## config.mk

```make
export PLATFORM = sky130hd
export DESIGN_NAME = rgb_to_hsl_pixel_converter
export DESIGN_NICKNAME = d
export VERILOG_FILES = /design/src/rhsl_pkg.sv /design/src/rgb_to_hsl_pixel_converter.sv /design/src/rhsl_front.sv /design/src/rhsl_queue.sv /design/src/rhsl_back.sv
export SDC_FILE = /design/constraint.sdc
export NUM_CORES = 2
export LEC_CHECK = 0
export ABC_AREA = 1
export CAP_MARGIN = 10
export CORE_MARGIN = 2
export CORE_UTILIZATION = 42
export CTS_CLUSTER_DIAMETER = 120
export CTS_CLUSTER_SIZE = 16
export DETAILED_ROUTE_END_ITERATION = 16
export DONT_BUFFER_PORTS = 1
export PLACE_DENSITY_LB_ADDON = 0.2
export SLEW_MARGIN = 10
export SYNTH_ARGS = -nofsm -noshare
export SYNTH_HDL_FRONTEND = slang
export SYNTH_SLANG_ARGS = --single-unit
```

## constraint.sdc

```tcl
create_clock -name clk -period 90.4 [get_ports clk]
set_input_delay 9.04 -clock clk [delete_from_list [all_inputs] [get_ports clk]]
set_output_delay 9.04 -clock clk [all_outputs]
set_load 0.02 [all_outputs]
```

## src/rhsl_pkg.sv

```systemverilog
// Shared types and constants for the RGB to HSL converter.
// Used by the front stage, the item queue, the divider pipeline and the top level.
package rhsl_pkg;

    localparam logic [14:0] HUE_FULL  = 15'd23040;
    localparam logic [15:0] SAT_MAX   = 16'hFFFF;
    localparam int          HUE_STEPS = 15;
    localparam int          SAT_STEPS = 17;
    localparam int          STAGES    = SAT_STEPS + 1;

    typedef struct packed {
        logic [7:0]  d;
        logic [8:0]  sum;
        logic [7:0]  div;
        logic [10:0] num;
    } rhsl_work_t;

endpackage

```

## src/rgb_to_hsl_pixel_converter.sv

```systemverilog
// Top level of the RGB to HSL converter: front stage, item queue, divider pipeline.
// Depends on rhsl_pkg, rhsl_front, rhsl_queue and rhsl_back.
//
//   channel   valid         stall         payload
//   input     color_valid   color_stall   color_word
//   output    hsl_valid     hsl_stall     hue, saturation, lightness
//
// Takes one item per cycle unless output stalls back up; path: one front
// register, one queue slot, 18 divider stages (quotient bits from stage 1 on).
// Reset is asynchronous and active low; it clears valid bits and queue pointers.
// An output stall freezes the divider pipeline; the queue and front stage keep
// taking items until the queue fills.
module rgb_to_hsl_pixel_converter (
    input  logic        clk,
    input  logic        rst_n,
    input  logic        color_valid,
    output logic        color_stall,
    input  logic [31:0] color_word,
    output logic        hsl_valid,
    input  logic        hsl_stall,
    output logic [14:0] hue,
    output logic [15:0] saturation,
    output logic [8:0]  lightness
);
    import rhsl_pkg::*;

    logic       front_valid;
    logic       front_stall;
    rhsl_work_t front_item;
    logic       queue_valid;
    logic       queue_stall;
    rhsl_work_t queue_item;

    rhsl_front u_front (
        .clk         (clk),
        .rst_n       (rst_n),
        .color_valid (color_valid),
        .color_stall (color_stall),
        .color_word  (color_word),
        .work_valid  (front_valid),
        .work_stall  (front_stall),
        .work        (front_item)
    );

    rhsl_queue u_queue (
        .clk      (clk),
        .rst_n    (rst_n),
        .wr_valid (front_valid),
        .wr_stall (front_stall),
        .wr_item  (front_item),
        .rd_valid (queue_valid),
        .rd_stall (queue_stall),
        .rd_item  (queue_item)
    );

    rhsl_back u_back (
        .clk        (clk),
        .rst_n      (rst_n),
        .work_valid (queue_valid),
        .work_stall (queue_stall),
        .work       (queue_item),
        .hsl_valid  (hsl_valid),
        .hsl_stall  (hsl_stall),
        .hue        (hue),
        .saturation (saturation),
        .lightness  (lightness)
    );

`ifndef SYNTH
    a_hue_range: assert property (@(posedge clk) disable iff (!rst_n)
        hsl_valid |-> (hue < HUE_FULL))
        else $error("hue out of range");

    a_grey_hue: assert property (@(posedge clk) disable iff (!rst_n)
        (hsl_valid && saturation == 16'd0) |-> (hue == 15'd0))
        else $error("grey item with nonzero hue");

    a_black_white: assert property (@(posedge clk) disable iff (!rst_n)
        (hsl_valid && (lightness == 9'd0 || lightness == 9'd510)) |-> (saturation == 16'd0))
        else $error("black or white item with nonzero saturation");

    a_queue_stall: assert property (@(posedge clk) disable iff (!rst_n)
        (queue_stall && queue_valid) |=> queue_valid)
        else $error("queue dropped a held item");
`endif

endmodule

```

## src/rhsl_front.sv

```systemverilog
// Front stage: split the color word, find max/min, and form the hue numerator
// and the saturation divisor. Depends on rhsl_pkg.
module rhsl_front (
    input  logic                clk,
    input  logic                rst_n,
    input  logic                color_valid,
    output logic                color_stall,
    input  logic [31:0]         color_word,
    output logic                work_valid,
    input  logic                work_stall,
    output rhsl_pkg::rhsl_work_t work
);
    import rhsl_pkg::*;

    logic       valid_reg;
    logic       valid_next;
    rhsl_work_t work_reg;
    rhsl_work_t work_next;
    logic       load;

    logic [7:0]  r;
    logic [7:0]  g;
    logic [7:0]  b;
    logic [7:0]  mx;
    logic [7:0]  mn;
    logic [7:0]  d;
    logic [8:0]  sum;
    logic [10:0] d11;
    logic [10:0] r11;
    logic [10:0] g11;
    logic [10:0] b11;
    logic [10:0] num;

    assign r = color_word[7:0];
    assign g = color_word[15:8];
    assign b = color_word[23:16];

    always_comb
    begin
        mx = r;
        mn = r;
        if (g > mx)
        begin
            mx = g;
        end
        if (b > mx)
        begin
            mx = b;
        end
        if (g < mn)
        begin
            mn = g;
        end
        if (b < mn)
        begin
            mn = b;
        end
    end

    assign d   = mx - mn;
    assign sum = {1'b0, mx} + {1'b0, mn};
    assign d11 = {3'b0, d};
    assign r11 = {3'b0, r};
    assign g11 = {3'b0, g};
    assign b11 = {3'b0, b};

    always_comb
    begin
        if (r == mn)
        begin
            num = (d11 << 1) + d11 + b11 - g11;
        end
        else if (g == mn)
        begin
            num = (d11 << 2) + d11 + r11 - b11;
        end
        else
        begin
            num = d11 + g11 - r11;
        end
    end

    assign color_stall = valid_reg && work_stall;
    assign load        = !color_stall;

    always_comb
    begin
        work_next.d   = d;
        work_next.sum = sum;
        work_next.num = num;
        work_next.div = (sum <= 9'd255) ? sum[7:0] : 8'(9'd510 - sum);
        valid_next    = load ? color_valid : valid_reg;
    end

    always_ff @(posedge clk or negedge rst_n)
    begin
        if (!rst_n)
        begin
            valid_reg <= 1'b0;
        end
        else
        begin
            valid_reg <= valid_next;
        end
    end

    always_ff @(posedge clk)
    begin
        if (load)
        begin
            work_reg <= work_next;
        end
    end

    assign work_valid = valid_reg;
    assign work       = work_reg;

endmodule

```

## src/rhsl_queue.sv

```systemverilog
// Two-entry item queue between the front stage and the divider pipeline.
// Depends on rhsl_pkg.
module rhsl_queue (
    input  logic                clk,
    input  logic                rst_n,
    input  logic                wr_valid,
    output logic                wr_stall,
    input  rhsl_pkg::rhsl_work_t wr_item,
    output logic                rd_valid,
    input  logic                rd_stall,
    output rhsl_pkg::rhsl_work_t rd_item
);
    import rhsl_pkg::*;

    rhsl_work_t mem_reg [0:1];
    logic       wr_ptr_reg;
    logic       wr_ptr_next;
    logic       rd_ptr_reg;
    logic       rd_ptr_next;
    logic [1:0] count_reg;
    logic [1:0] count_next;
    logic       push;
    logic       pop;

    assign wr_stall = (count_reg == 2'd2);
    assign rd_valid = (count_reg != 2'd0);
    assign push     = wr_valid && !wr_stall;
    assign pop      = rd_valid && !rd_stall;
    assign rd_item  = mem_reg[rd_ptr_reg];

    always_comb
    begin
        wr_ptr_next = push ? !wr_ptr_reg : wr_ptr_reg;
        rd_ptr_next = pop ? !rd_ptr_reg : rd_ptr_reg;
        count_next  = count_reg + 2'(push) - 2'(pop);
    end

    always_ff @(posedge clk or negedge rst_n)
    begin
        if (!rst_n)
        begin
            wr_ptr_reg <= 1'b0;
            rd_ptr_reg <= 1'b0;
            count_reg  <= 2'd0;
        end
        else
        begin
            wr_ptr_reg <= wr_ptr_next;
            rd_ptr_reg <= rd_ptr_next;
            count_reg  <= count_next;
        end
    end

    always_ff @(posedge clk)
    begin
        if (push)
        begin
            mem_reg[wr_ptr_reg] <= wr_item;
        end
    end

endmodule

```

## src/rhsl_back.sv

```systemverilog
// Back end: pipelined restoring dividers for hue and saturation, one quotient
// bit per step stage, then wrap, clamp and grey zeroing. Depends on rhsl_pkg.
module rhsl_back (
    input  logic                clk,
    input  logic                rst_n,
    input  logic                work_valid,
    output logic                work_stall,
    input  rhsl_pkg::rhsl_work_t work,
    output logic                hsl_valid,
    input  logic                hsl_stall,
    output logic [14:0]         hue,
    output logic [15:0]         saturation,
    output logic [8:0]          lightness
);
    import rhsl_pkg::*;

    logic        vld_reg      [0:STAGES-1];
    logic        vld_next     [0:STAGES-1];
    logic [7:0]  hue_rem_reg  [0:STAGES-1];
    logic [7:0]  hue_rem_next [0:STAGES-1];
    logic [14:0] hue_sh_reg   [0:STAGES-1];
    logic [14:0] hue_sh_next  [0:STAGES-1];
    logic [7:0]  sat_rem_reg  [0:STAGES-1];
    logic [7:0]  sat_rem_next [0:STAGES-1];
    logic [16:0] sat_sh_reg   [0:STAGES-1];
    logic [16:0] sat_sh_next  [0:STAGES-1];
    logic [7:0]  d_reg        [0:STAGES-1];
    logic [7:0]  div_reg      [0:STAGES-1];
    logic [8:0]  sum_reg      [0:STAGES-1];

    logic        advance;
    logic [22:0] hue_num;
    logic [14:0] hue_q;

    assign advance    = !vld_reg[STAGES-1] || !hsl_stall;
    assign work_stall = !advance;
    assign hue_num    = {work.num, 12'b0} - {4'b0, work.num, 8'b0};

    always_comb
    begin
        vld_next[0]     = work_valid;
        hue_rem_next[0] = hue_num[22:15];
        hue_sh_next[0]  = hue_num[14:0];
        sat_rem_next[0] = {1'b0, work.d[7:1]};
        sat_sh_next[0]  = {work.d[0], 16'b0};
    end

    for (genvar k = 0; k < SAT_STEPS; k++)
    begin : g_step
        logic [8:0] ht;
        logic [8:0] st;
        logic       hb;
        logic       sb;

        always_comb
        begin
            ht = {hue_rem_reg[k], hue_sh_reg[k][14]};
            hb = (ht >= {1'b0, d_reg[k]});
            st = {sat_rem_reg[k], sat_sh_reg[k][16]};
            sb = (st >= {1'b0, div_reg[k]});
            vld_next[k+1] = vld_reg[k];
            if (k < HUE_STEPS)
            begin
                hue_rem_next[k+1] = hb ? 8'(ht - {1'b0, d_reg[k]}) : ht[7:0];
                hue_sh_next[k+1]  = {hue_sh_reg[k][13:0], hb};
            end
            else
            begin
                hue_rem_next[k+1] = hue_rem_reg[k];
                hue_sh_next[k+1]  = hue_sh_reg[k];
            end
            sat_rem_next[k+1] = sb ? 8'(st - {1'b0, div_reg[k]}) : st[7:0];
            sat_sh_next[k+1]  = {sat_sh_reg[k][15:0], sb};
        end
    end

    always_ff @(posedge clk or negedge rst_n)
    begin
        if (!rst_n)
        begin
            for (int i = 0; i < STAGES; i++)
            begin
                vld_reg[i] <= 1'b0;
            end
        end
        else if (advance)
        begin
            for (int i = 0; i < STAGES; i++)
            begin
                vld_reg[i] <= vld_next[i];
            end
        end
    end

    always_ff @(posedge clk)
    begin
        if (advance)
        begin
            for (int i = 0; i < STAGES; i++)
            begin
                hue_rem_reg[i] <= hue_rem_next[i];
                hue_sh_reg[i]  <= hue_sh_next[i];
                sat_rem_reg[i] <= sat_rem_next[i];
                sat_sh_reg[i]  <= sat_sh_next[i];
            end
            d_reg[0]   <= work.d;
            div_reg[0] <= work.div;
            sum_reg[0] <= work.sum;
            for (int i = 1; i < STAGES; i++)
            begin
                d_reg[i]   <= d_reg[i-1];
                div_reg[i] <= div_reg[i-1];
                sum_reg[i] <= sum_reg[i-1];
            end
        end
    end

    assign hue_q     = hue_sh_reg[STAGES-1];
    assign hsl_valid = vld_reg[STAGES-1];
    assign lightness = sum_reg[STAGES-1];

    always_comb
    begin
        if (d_reg[STAGES-1] == 8'd0)
        begin
            hue        = 15'd0;
            saturation = 16'd0;
        end
        else
        begin
            hue        = (hue_q >= HUE_FULL) ? 15'(hue_q - HUE_FULL) : hue_q;
            saturation = sat_sh_reg[STAGES-1][16] ? SAT_MAX : sat_sh_reg[STAGES-1][15:0];
        end
    end

endmodule
```

Yosys cells after proc, flatten, opt, wreduce, memory -nomap -nowiden
Memory sizes are Yosys's and may differ from the RTL's. Cells that the tools add are included.

Logic and storage cells: 180. RAM bits: 1386. Bits in registers: 59. Memories kept: 8. Input port bits: 36.

Memory list: u_back.sat_sh_reg (words 18, width 17, read ports 18, clocked after Yosys merged registers in 0, wr ports 18, line rhsl_back.sv:25) `logic [16:0] sat_sh_reg [0:STAGES-1];`; u_back.hue_sh_reg (words 18, width 15, read ports 18, clocked after Yosys merged registers in 0, wr ports 18, line rhsl_back.sv:21) `logic [14:0] hue_sh_reg [0:STAGES-1];`; u_back.sum_reg (words 18, width 9, read ports 18, clocked after Yosys merged registers in 0, wr ports 18, line rhsl_back.sv:29) `logic [8:0] sum_reg [0:STAGES-1];`; u_back.d_reg (words 18, width 8, read ports 18, clocked after Yosys merged registers in 0, wr ports 18, line rhsl_back.sv:27) `logic [7:0] d_reg [0:STAGES-1];`; u_back.div_reg (words 18, width 8, read ports 17, clocked after Yosys merged registers in 0, wr ports 18, line rhsl_back.sv:28) `logic [7:0] div_reg [0:STAGES-1];`; u_back.hue_rem_reg (words 18, width 8, read ports 17, clocked after Yosys merged registers in 0, wr ports 18, line rhsl_back.sv:19) `logic [7:0] hue_rem_reg [0:STAGES-1];`; +2 memories.

Add/subtract/negate cells: 47. $lt $le $gt $ge: 38. Reductions and logical operators: 11. Mux-type cells: 47. Eq/ne operators: 3.

Operator list (number): two-way mux 8 bit (37); greater-or-equal comparator 9 x 8 -> 1 bit (32); subtractor 8 bit (33); subtractor 11 x 8 -> 11 bit (3); two-way mux 16 bit (2); two-way mux 15 bit (2); subtractor 23 x 19 -> 23 bit (1); adder 11 x 8 -> 11 bit (2); two-way mux 11 bit (2); adder 8 x 8 -> 9 bit (2); equality test 8 bit (2); greater-than comparator 8 bit (2); less-than comparator 8 bit (2); greater-or-equal comparator 15 bit (second input constant) (1); subtractor 15 bit (second input constant) (1); adder 10 x 8 -> 11 bit (1); adder 9 x 8 -> 10 bit (1); <= comparator 9 x 8 -> 1 bit (second input constant) (1); logical NOT 8 bit (1); subtractor 8 bit (first input constant) (1); logical NOT 1 bit (5); two-way mux 1 bit (4); logical AND 1 bit (3); adder 2 x 1 -> 2 bit (1); 4 further kinds (4).

Logic depth before layout (Yosys ltp)
Depth after elaboration: 10. Gate-level depth with buffers: 50. Mapped depth without buffers: 47.

By module
From an unflattened synthesis, not the netlist that was laid out.

Cells, all modules: 5403. Area total of the unflattened synthesis: 57049.7 um2.

By module, submodules not included: rhsl_back (instances 1, sequential area each 31109.8 um2, area each 48606.6 um2, cells each 4449); rhsl_front (instances 1, sequential area each 1076.0 um2, area each 5574.1 um2, cells each 733); rhsl_queue (instances 1, sequential area each 2262.2 um2, area each 2869.0 um2, cells each 221).

Worst setup path after synthesis
OpenSTA, ideal clock, no wires.

Path type: in2reg. Start point: in hsl_stall. End point: reg u_back.vld_reg (netlist bit u_back.vld_next[11]). Data required time: 89.217 ns. Slack: 52.384 ns. Buffers on the path: 1. Arrival: 36.832 ns. Library setup time: 1.183 ns. Cell stages on the path: 3. Cells stage by stage: nand2_1 clkbuf_1 a21oi_1.

Cells in the longest elaborated chain, start to end: 2.

Ends and longest elaborated chain: start: declaration (line rgb_to_hsl_pixel_converter.sv:20) `input logic hsl_stall,`; logical NOT 1 bit (line rhsl_back.sv:35) `assign advance = !vld_reg[STAGES-1] || !hsl_stall;`; logical OR 1 bit (line rhsl_back.sv:35); end signal: indexed assignment (line rhsl_back.sv:90) `vld_reg[i] <= vld_next[i];`; end: declaration (line rhsl_back.sv:17) `logic vld_reg [0:STAGES-1];`.

Every way passes these cells. A chain may end at the register's enable or synchronous reset.

Worst setup path after layout
Start point: in color_word[7]. End point: reg u_front.work_reg (netlist bit u_front.work[10]) (data pin).

Cells in the longest elaborated chain, start to end: 10. Elaborated cells between the ends (all ways): 21. Those cells by class: add/sub (9); order compare (4); eq/ne (2); mux (6).

Ends and longest elaborated chain: start: declaration (line rgb_to_hsl_pixel_converter.sv:18) `input logic [31:0] color_word,`; greater-than comparator 8 bit or less-than comparator 8 bit (tied branches) (line rhsl_front.sv:42, rhsl_front.sv:50); two-way mux 8 bit, on equally long branches (line rhsl_front.sv:42, rhsl_front.sv:50); greater-than comparator 8 bit or less-than comparator 8 bit (tied branches) (line rhsl_front.sv:46, rhsl_front.sv:54); two-way mux 8 bit, on equally long branches (line rhsl_front.sv:46, rhsl_front.sv:54); subtractor 8 bit (*) (line rhsl_front.sv:60) `assign d = mx - mn;`; named net u_front.d[3] (line rhsl_front.sv:26) `logic [7:0] d;`; adder 10 x 8 -> 11 bit (line rhsl_front.sv:75) `num = (d11 << 2) + d11 + r11 - b11;`; adder 11 x 8 -> 11 bit (line rhsl_front.sv:75); subtractor 11 x 8 -> 11 bit (line rhsl_front.sv:75); two-way mux 11 bit (line rhsl_front.sv:73) `else if (g == mn)`; two-way mux 11 bit (*) (line rhsl_front.sv:69) `if (r == mn)`; named net u_front.num[10] (line rhsl_front.sv:32) `logic [10:0] num;`; end signal: assignment (line rhsl_front.sv:111) `work_reg <= work_next;`; end: declaration (line rhsl_front.sv:17) `rhsl_work_t work_reg;`.

Mark *: on every way through the listed nets, which the timed path passes. The rest lies on a longest branch.

==> reports/qor.csv <==
metric,value,unit
status,"complete, no violations",
synth_ff_type,edfxtp_1,
areaGrowthSynthToFinish,8.02,%
portBuffers,0,
dp_slack,73010,ps
top_usage_layer,met2,
antenna_cells,0,
clkTransAtPathRegs,70,ps
finalHoldViolCount,0,
seqCellArea,0.0332,mm²
finalSetupViolCount,0,
syn_nets,4581,
drt_pass1_iterations,5,
fmax,59.6,MHz
synth_area,0.0512,mm²
start_util,0.422,
synth_mux_area_frac,0.000391,
num-fill-cells,11000,
drt-initial-drc-count,1438,
slew_headroom,0.300,
worst-setup-path-type,input pin to register,
cp_common_cell,nand2_1,
synth_cell_types,48,
place.gp.congestion,0.855,
hp-class,register to register,
via_per_inst,4.78,
drv_slew,0,
synth_common_cells,"1088 x edfxtp_1, 599 x inv_1, 509 x nand2_1",
synthSimpleGateAreaFrac,0.0901,
drv_cap,0,
vias,27800,
clkLatencyLatePin,650,ps
cts_hold_repair.buffers,0,
rr_worst_depth,7,
setup_tns,0,ps
fin_nets,4628,
postCtsResizedCells,0,
finish.utilization,0.456,
multi_input_area,0.0154,mm²
synth.avg_cell_area,12.4,µm²
crit_path_max_incr_delay,590,ps
htree_levels,3,
cp_data_arrival_time,17190,ps
grt_pass1_wl,132000,µm
grt_usage,0.129,
cts_setup_buffers,0,
drive_gt1_frac,0.0372,
die_y,353,µm
min_path_cells,0,
die_area,0.125,mm²
synth-edff-count,1088,
synth_fa_ha_area_frac,0.109,
async_flop_share,0.0207,
dpl.hpwl,56600,µm
hp-start,u_back.hue_sh_reg[9][1],
synth_seq_cells,1111,
use_met1,0.138,
required,90800,ps
ant_nets,0,
r2r-end,u_back.div_reg[16][5],
wl,79600,µm
endpoint_kind,register,
rsz0062_at_grt,false,
synth_cells,4134,
reg2reg_from,u_back.hsl_valid,
grt.overflow.total,0,
cpMaxStageDelayCell,o21ai_1,
coreArea,0.121,mm²
synth_compound_area_frac,0.0637,
num_rows,128,
period_minus_slack,16790,ps
clockBufferDepth,3,
critPathTopFamily,compound AO/OA/AOI/OAI gates,
hold_path_end,u_back.hue_sh_reg[10][2],
clock_skew,20.5,ps
detail_route.wl_per_cell,13.7,µm
antenna_found_initial,0,
grt_use_met2,0.254,
root_buffer,clkbuf_16,
fin_ws,73610,ps
worst-slew-pin-transition,1050,ps
synth.most_common_cell,edfxtp_1,
critPathMaxFanout,16,
synth_top_cell_by_area,edfxtp_1,
seq_area_frac_synth,0.649,
cp_num_buf_inv,3,
fp.dieW,353,µm
r2r_slack,84170,ps
cts_tree,done,
synth-xor-area-share,0.0384,
synth_warnings,0,
timing.final.crit_share,0.186,
grt_max_degree,186,
numCtsBuffers,79,
cts_sinks,1111,
drc_errors,0,
grt_use_met3,0.0180,
synth.area.top_cells,"edfxtp_1 64%, ha_1 8.6%, inv_1 4.4%",
synth_top_family_by_area,adder cells,
largest_reg_flops,178,
hold-worst-slack,406,ps
synth_top_cell_area_share,0.638,
critPathLaunchType,input pin,
ios,78,
grt_pass1_vias,28100,
## through the flow
stage,instances,instance area [µm²]
6_report,5821,55300
4_1_cts,5821,55300
3_3_place_gp,5725,53200
2_1_floorplan,4134,51200
5_1_grt,5821,55300
3_5_place_dp,5725,53200
## kinds of logic (layout without fill, tap and decap cells)
group	Yosys count	after routing
and+or+nand+nor	1123	1123
DFF	1111	1111
buffers and inverters	658	720
AOI/OAI and AO/OA	606	606
adders and majority gates	411	411
xor gates and xnor gates	223	223
muxes	2	2
## worst max-delay path by stage
stage / start / endpoint / slack (ps) / cells after the start
after floorplan: hsl_stall / u_back.vld_next[11] / 52380 / 3
after global placement: color_word[7] / u_front.work[10] / 73120 / 35
after detailed placement: color_word[6] / u_front.work[10] / 73010 / 36
after CTS: color_word[6] / u_front.work[10] / 73720 / 36
after global routing: color_word[6] / u_front.work[10] / 72950 / 36
final: color_word[7] / u_front.work[10] / 73610 / 35
## area by class of cell
type / instances / area share
clock buffers: 88 / 0.0367
inverters: 601 / 0.0408
clock inverters: 8 / 0.00217
flip-flops and latches: 1111 / 0.601
repair buffers: 23 / 0.00335
multi-input cells: 2365 / 0.279
well taps: 1625 / 0.0368
## routing by layer
metal,up-vias,routed length [µm]
met3,119,2230
met2,276,43700
li1,14300,-
met1,13100,31700
met4,0,2050
met5,-,0
## cell usage in the layout, fill, tap and decap left out, types with 11 or more instances in the layout
master and count:
nand3_1 110, nor2_1 384, nand4_1 28, nand2_1 508
nor4_1 16, inv_1 599, nor3_1 35, buf_4 22
edfxtp_1 1088, a31oi_1 11, nand2_2 19, ha_1 354
dfrtp_1 23, o21ai_0 258, a21oi_1 258, xor2_1 163
xnor2_1 58, fa_1 57, clkbuf_16 80, o31ai_1 22
Power is not shown: default switching activity piles up to over one toggle a cycle in this logic, so the estimate is an artifact.
